===== config.mk =====
export PLATFORM = sky130hd
export DESIGN_NAME = dtob_isqrt
export DESIGN_NICKNAME = d
export VERILOG_FILES = /design/src/rtl/core/direction_to_orthonormal_basis_defines.svh /design/src/rtl/core/dtob_isqrt.sv
export SDC_FILE = /design/constraint.sdc
export NUM_CORES = 1
export LEC_CHECK = 0
export BUFFER_PORTS_ARGS = -buffer_cell sky130_fd_sc_hd__buf_2
export CELL_PAD_IN_SITES_DETAIL_PLACEMENT = 1
export CELL_PAD_IN_SITES_GLOBAL_PLACEMENT = 1
export CORE_MARGIN = 2
export CORE_UTILIZATION = 57
export DETAILED_ROUTE_END_ITERATION = 8
export PLACE_DENSITY_LB_ADDON = 0.1
export SETUP_SLACK_MARGIN = 0.1
export SLEW_MARGIN = 10
export SYNTH_ARGS = -nofsm -noshare
export SYNTH_HDL_FRONTEND = slang
export SYNTH_SLANG_ARGS = --single-unit

===== constraint.sdc =====
create_clock -name clk -period 4.7 [get_ports clk]
set_input_delay 0.94 -clock clk [delete_from_list [all_inputs] [get_ports clk]]
set_output_delay 0.94 -clock clk [all_outputs]
set_load 0.05 [all_outputs]

===== src/rtl/core/direction_to_orthonormal_basis_defines.svh =====
// ----------------------------------------------------------------------------
// direction_to_orthonormal_basis assertion macros
// shared property forms, clocked on clk and disabled while arst_n is low
// ----------------------------------------------------------------------------
`ifndef DIRECTION_TO_ORTHONORMAL_BASIS_DEFINES_SVH
`define DIRECTION_TO_ORTHONORMAL_BASIS_DEFINES_SVH

// same-cycle implication
`define DTOB_ASSERT_NOW(label, ante, cons, msg) \
	label: assert property (@(posedge clk) disable iff (!arst_n) (ante) |-> (cons)) \
		else $error(msg);

// next-cycle implication
`define DTOB_ASSERT_NEXT(label, ante, cons, msg) \
	label: assert property (@(posedge clk) disable iff (!arst_n) (ante) |=> (cons)) \
		else $error(msg);

`endif


===== src/rtl/core/dtob_isqrt.sv =====
// ----------------------------------------------------------------------------
// dtob_isqrt
// pipelined floor square root, one root bit per stage, side data carried along
// ----------------------------------------------------------------------------
module dtob_isqrt #(
	parameter int RAD_W  = 32,
	parameter int SIDE_W = 1
) (
	input  logic                  clk,
	input  logic                  arst_n,
	input  logic                  en,
	input  logic                  in_valid,
	input  logic [RAD_W-1:0]      in_rad,
	input  logic [SIDE_W-1:0]     in_side,
	output logic                  out_valid,
	output logic [RAD_W/2-1:0]    out_root,
	output logic [SIDE_W-1:0]     out_side
);

	localparam int STEPS = RAD_W / 2;

	logic [STEPS:0]    valid_s;
	logic [RAD_W-1:0]  rad_s  [STEPS+1];
	logic [RAD_W-1:0]  root_s [STEPS+1];
	logic [SIDE_W-1:0] side_s [STEPS+1];

	always_ff @(posedge clk or negedge arst_n) begin
		if (!arst_n) begin
			valid_s <= '0;
		end else if (en) begin
			valid_s <= {valid_s[STEPS-1:0], in_valid};
		end
	end

	always_ff @(posedge clk) begin
		if (en) begin
			rad_s[0]  <= in_rad;
			root_s[0] <= '0;
			side_s[0] <= in_side;
		end
	end

	for (genvar k = 0; k < STEPS; k++) begin : g_step
		localparam logic [RAD_W:0] BIT = (RAD_W+1)'(1) << (2 * (STEPS - 1 - k));
		logic [RAD_W:0] trial;
		logic           take;

		assign trial = {1'b0, root_s[k]} + BIT;
		assign take  = {1'b0, rad_s[k]} >= trial;

		always_ff @(posedge clk) begin
			if (en) begin
				side_s[k+1] <= side_s[k];
				if (take) begin
					rad_s[k+1]  <= rad_s[k] - trial[RAD_W-1:0];
					root_s[k+1] <= (root_s[k] >> 1) + BIT[RAD_W-1:0];
				end else begin
					rad_s[k+1]  <= rad_s[k];
					root_s[k+1] <= root_s[k] >> 1;
				end
			end
		end
	end

	assign out_valid = valid_s[STEPS];
	assign out_root  = root_s[STEPS][STEPS-1:0];
	assign out_side  = side_s[STEPS];

endmodule


# Word level (Yosys, flattened, before mapping)
# Memory sizes are Yosys's and may differ from the RTL's.
# Index checks and enable logic that the tools add are counted.
word_totals:
  latchBits: 0
  regBits: 17
  ram_bits: 1105
  out_inout_bits: 18
  memories: 3
  in_bits: 37
  word_cells: 230
  mem_bits_ro: 0
op_classes:
  n_bitwise: 32
  div: 0
  order_cmp: 16
  n_eq_ne: 0
  n_addsub: 48
  n_reduce_logical: 0
  n_mux: 130
  n_mul: 0
  shift: 0
memory_table:
  columns: ["name", "words", "word_bits", "rd", "rd_ports_with_merged_regs", "write_ports", "line_no", "rtl"]
  rows:
  - ["rad_s", 17, 32, 16, 0, 17, "dtob_isqrt.sv:23", "logic [RAD_W-1:0] rad_s [STEPS+1];"]
  - ["root_s", 17, 32, 17, 0, 17, "dtob_isqrt.sv:24", "logic [RAD_W-1:0] root_s [STEPS+1];"]
  - ["side_s", 17, 1, 17, 0, 17, "dtob_isqrt.sv:25", "logic [SIDE_W-1:0] side_s [STEPS+1];"]
ops:
  columns: ["cell", "n"]
  rows:
  - ["$mux W32", 32]
  - ["$ge A32 B33 Y1", 16]
  - ["$sub A32 B32 Y32", 16]
  - ["$mux W1", 98]
  - ["$add A32 B1 Y33 const B", 1]
  - ["$add A32 B11 Y33 const B", 1]
  - ["$add A32 B13 Y33 const B", 1]
  - ["$add A32 B15 Y33 const B", 1]
  - ["$add A32 B17 Y33 const B", 1]
  - ["$add A32 B19 Y33 const B", 1]
  - ["$add A32 B21 Y33 const B", 1]
  - ["$add A32 B23 Y33 const B", 1]
  - ["$add A32 B25 Y33 const B", 1]
  - ["$add A32 B27 Y33 const B", 1]
  - ["$add A32 B29 Y33 const B", 1]
  - ["$add A32 B3 Y33 const B", 1]
  - ["$add A32 B31 Y33 const B", 1]
  - ["$add A32 B5 Y33 const B", 1]
  - ["$add A32 B7 Y33 const B", 1]
  - ["$add A32 B9 Y33 const B", 1]
  - ["$add A31 B1 Y32 const B", 1]
  - ["$add A31 B11 Y32 const B", 1]
  - ["$add A31 B13 Y32 const B", 1]
  - ["$add A31 B15 Y32 const B", 1]
  - ["other kinds (13)", 44]

# Depth between registers and ports, before layout
logic_depth:
  word_depth: 6
  depth_mapped: 12
  depth_no_buf: 9

# Worst setup path after synthesis
# Ideal clock, no wire load.
synth_timing:
  path_type: "input-to-reg"
  start: "in en"
  end: "mem rad_s[15][0] (enable)"
  stages: 3
  n_path_buf: 3
  t_arrival_ns: 2.692
  setup_time_ns: 0.421
  required_ns: 4.279
  setup_slack_ns: 1.587
  path_cell_list: "buf_2 -> clkbuf_1 -> clkbuf_1"
synth_lines:
  columns: ["element", "line_no", "rtl"]
  rows:
  - ["from (decl)", "dtob_isqrt.sv:11", "input logic en,"]
  - ["to (decl)", "dtob_isqrt.sv:23", null]

==> impl_metrics.env <==
export IMPL_drtPass1Iterations=5
export IMPL_relSlewSlack=0.239
export IMPL_cpPeakStageDelay_ns=1.04
export IMPL_post_place_cells=3060
export IMPL_ant_nets=0
export IMPL_cts_tree="built"
export IMPL_ys_types=88
export IMPL_drive_gt1_frac=0.0957
export IMPL_power_total_mw=16.0
export IMPL_grt_usage=0.268
export IMPL_synth_common_cells="edfxtp_1, inv_1, nand2_1"
export IMPL_max_freq_ghz=0.291
export IMPL_worst_path_max_fanout=14
export IMPL_ys_ff_latch=682
export IMPL_htreeDepth=3
export IMPL_grt_busiest_layer="met2"
export IMPL_end_kind="register"
export IMPL_reg2reg_slack_ns=1.26
export IMPL_ys_async_sr_fraction=0.0249
export IMPL_grt_pass1_vias=20500
export IMPL_gp_congestion=0.871
export IMPL_synth_most_common_cell="edfxtp_1"
export IMPL_insertion_delay_ns=0.61
export IMPL_syn_instance_count=2336
export IMPL_synth_top_area_frac=0.634
export IMPL_grt_overflow=0
export IMPL_dieArea_um2=57200
export IMPL_power_per_cell_area_nw_per_um2=459
export IMPL_avgViaCountPerCell=6.07
export IMPL_yosysWarningCount=0
export IMPL_yosysTopAreaCell="edfxtp_1"
export IMPL_drc=0
export IMPL_path_cells="ha_1, nand2_1, o21bai_1, nand2_1, a41oi_1, o31ai_2, nor4b_1, xor2_1"
export IMPL_stdcell_count=3191
export IMPL_fin_setup_tns_ns=0
export IMPL_drt_iter0_drc=1298
export IMPL_min_path_type="input pin to asynchronous set/reset pin"
export IMPL_crit_type="register to register"
export IMPL_clockRootBuffer="clkbuf_16"
export IMPL_fill_cells=5220
export IMPL_ctsHoldBuffers=0
export IMPL_ys_flop_type="edfxtp_1"
export IMPL_die_h_um=239
export IMPL_nNetsFinal=2618
export IMPL_cts_buffer_depth=3
export IMPL_worst_slew_pin_slew_ns=1.13
export IMPL_multi_input_area_um2=10200
export IMPL_setup_viol=0
export IMPL_syn_to_final_growth_pct=10.8
export IMPL_seq_area_frac_synth=0.647
export IMPL_cts_buffers=73
export IMPL_cpMostUsedCell="nand2_1"
export IMPL_clkTransAtPathRegs_ns=0.06
export IMPL_min_period_ns=3.44
export IMPL_grt_max_degree=120
export IMPL_netlist_area_um2=31500
export IMPL_wl_um=75400
export IMPL_skew_ns=0.0211
export IMPL_arrival_ns=3.77
export IMPL_antenna_found_initial=2
export IMPL_rows=86
export IMPL_vias=19400
export IMPL_cap_violations=0
export IMPL_synthTopCellsByArea="edfxtp_1, ha_1, xnor2_1"
export IMPL_stdcell_area_um2=34900
export IMPL_vdd_drop_max_uv=349
export IMPL_portBuffers=54
export IMPL_synth_net_count=2523
export IMPL_n_antenna_cell=0
export IMPL_outcome="finished, final reports clean"
export IMPL_utilization=0.636
export IMPL_grt_pass1_wl_um=117000
export IMPL_slew_viol_final=0
export IMPL_cp_slowest_cell="o31ai_2"
export IMPL_cts_resized=0
export IMPL_pin_count=55
export IMPL_regArea_um2=20400
export IMPL_syn_avg_cell_area_um2=13.5
export IMPL_start_util=0.574
export IMPL_grt_setup_unrepaired="false"
export IMPL_post_dp_cell_area_um2=32600
export IMPL_cts_sinks=682
export IMPL_cts_setup_buffers=0
export IMPL_power_leakage_nw=13.1
export IMPL_period_share=0.732
export IMPL_synth_edf_count=665
export IMPL_grtUsageMet1=0.335
export IMPL_core_um2=54900
export IMPL_cp_start_kind="register"
export IMPL_report_final_hold_viol_count=0
export IMPL_grt_use_met2=0.473
export IMPL_grt_util_met3=0.0464
export IMPL_hpwlAfterDp_um=53500
export IMPL_dieWidth_um=239
export IMPL_wl_per_cell_um=23.6
export IMPL_required_ns=5.03
[critical path: cells and delay by family, from the launching register on]
kind                       cells  cell delay, ns
AOI/OAI and AO/OA              3            1.57
xor gates and xnor gates       1            0.12
adders and majority gates      1            0.38
DFF                            1            0.43
and+or+nand+nor                3            0.67
[worst paths after layout]
path | endpoint | cells past startpoint | startpoint
max in group asynchronous | valid_s[2]$_DFFE_PN0P_ | 1 | arst_n
worst min register to register | side_s[11]$_DFFE_PP_ | 0 | side_s[10]$_DFFE_PP_
worst max register to register | rad_s[12][22]$_DFFE_PP_ | 8 | rad_s[11][11]$_DFFE_PP_
worst min-delay path | valid_s[7]$_DFFE_PN0P_ | 1 | arst_n
min in group clk | side_s[11]$_DFFE_PP_ | 0 | side_s[10]$_DFFE_PP_
worst max-delay path | rad_s[12][22]$_DFFE_PP_ | 8 | rad_s[11][11]$_DFFE_PP_
[per-layer routing]
layer  part of all wire  up-vias
met2               0.52      428
met5            0.00036        -
li1                   -     8954
met3              0.042      165
met4              0.032        4
met1               0.41     9832
[layout make-up]
type	instances	share of cell area
flip-flops and latches	682	0.584
well taps	704	0.0252
inverters	174	0.0187
repair buffers	71	0.0124
clock inverters	51	0.0126
clock buffers	80	0.0537
multi-input cells	1429	0.293
[where the power goes]
group	switching, mW	total (mW)	internal, mW	leakage, nW
sequential	0.577	8.12	7.54	6.57
combinational	1.37	2.30	0.939	5.36
clock	2.38	5.60	3.22	1.13
[stage by stage]
stage	setup WS, ns	hold WS, ns
after detailed placement	1.28	0.407
after CTS	1.32	0.226
final	1.26	0.242
after global routing	0.932	0.240
after global placement	1.41	0.403
after floorplan	1.59	0.400
[registers in the layout, summed over array words and instances, names as in the netlist]
name and cells:
root_s 136, valid_s 17, side_s 17, rad_s 512
[logic make-up (layout without fill, tap and decap cells)]
kind of cell / after synthesis / after routing / share of synthesized area
mux: 43 / 43 / 0.0151
xor+xnor: 204 / 204 / 0.0567
compound gates: 378 / 378 / 0.0808
flops: 682 / 682 / 0.647
buf+inv: 225 / 376 / 0.0278
simple gates: 654 / 654 / 0.113
fa+ha+maj: 150 / 150 / 0.0596
[layout by cell type, fill, tap and decap left out, types with 74 or more instances in the layout]
cell / Yosys / routed
a21oi_1: 94 / 94
clkbuf_16: 0 / 74
edfxtp_1: 665 / 665
ha_1: 150 / 150
inv_1: 172 / 172
nand2_1: 152 / 152
nor2_1: 116 / 116
nor4_1: 77 / 77
o21ai_0: 95 / 95
xnor2_1: 106 / 106
xor2_1: 98 / 98
No activity file was read; power rests on OpenSTA's default activity.
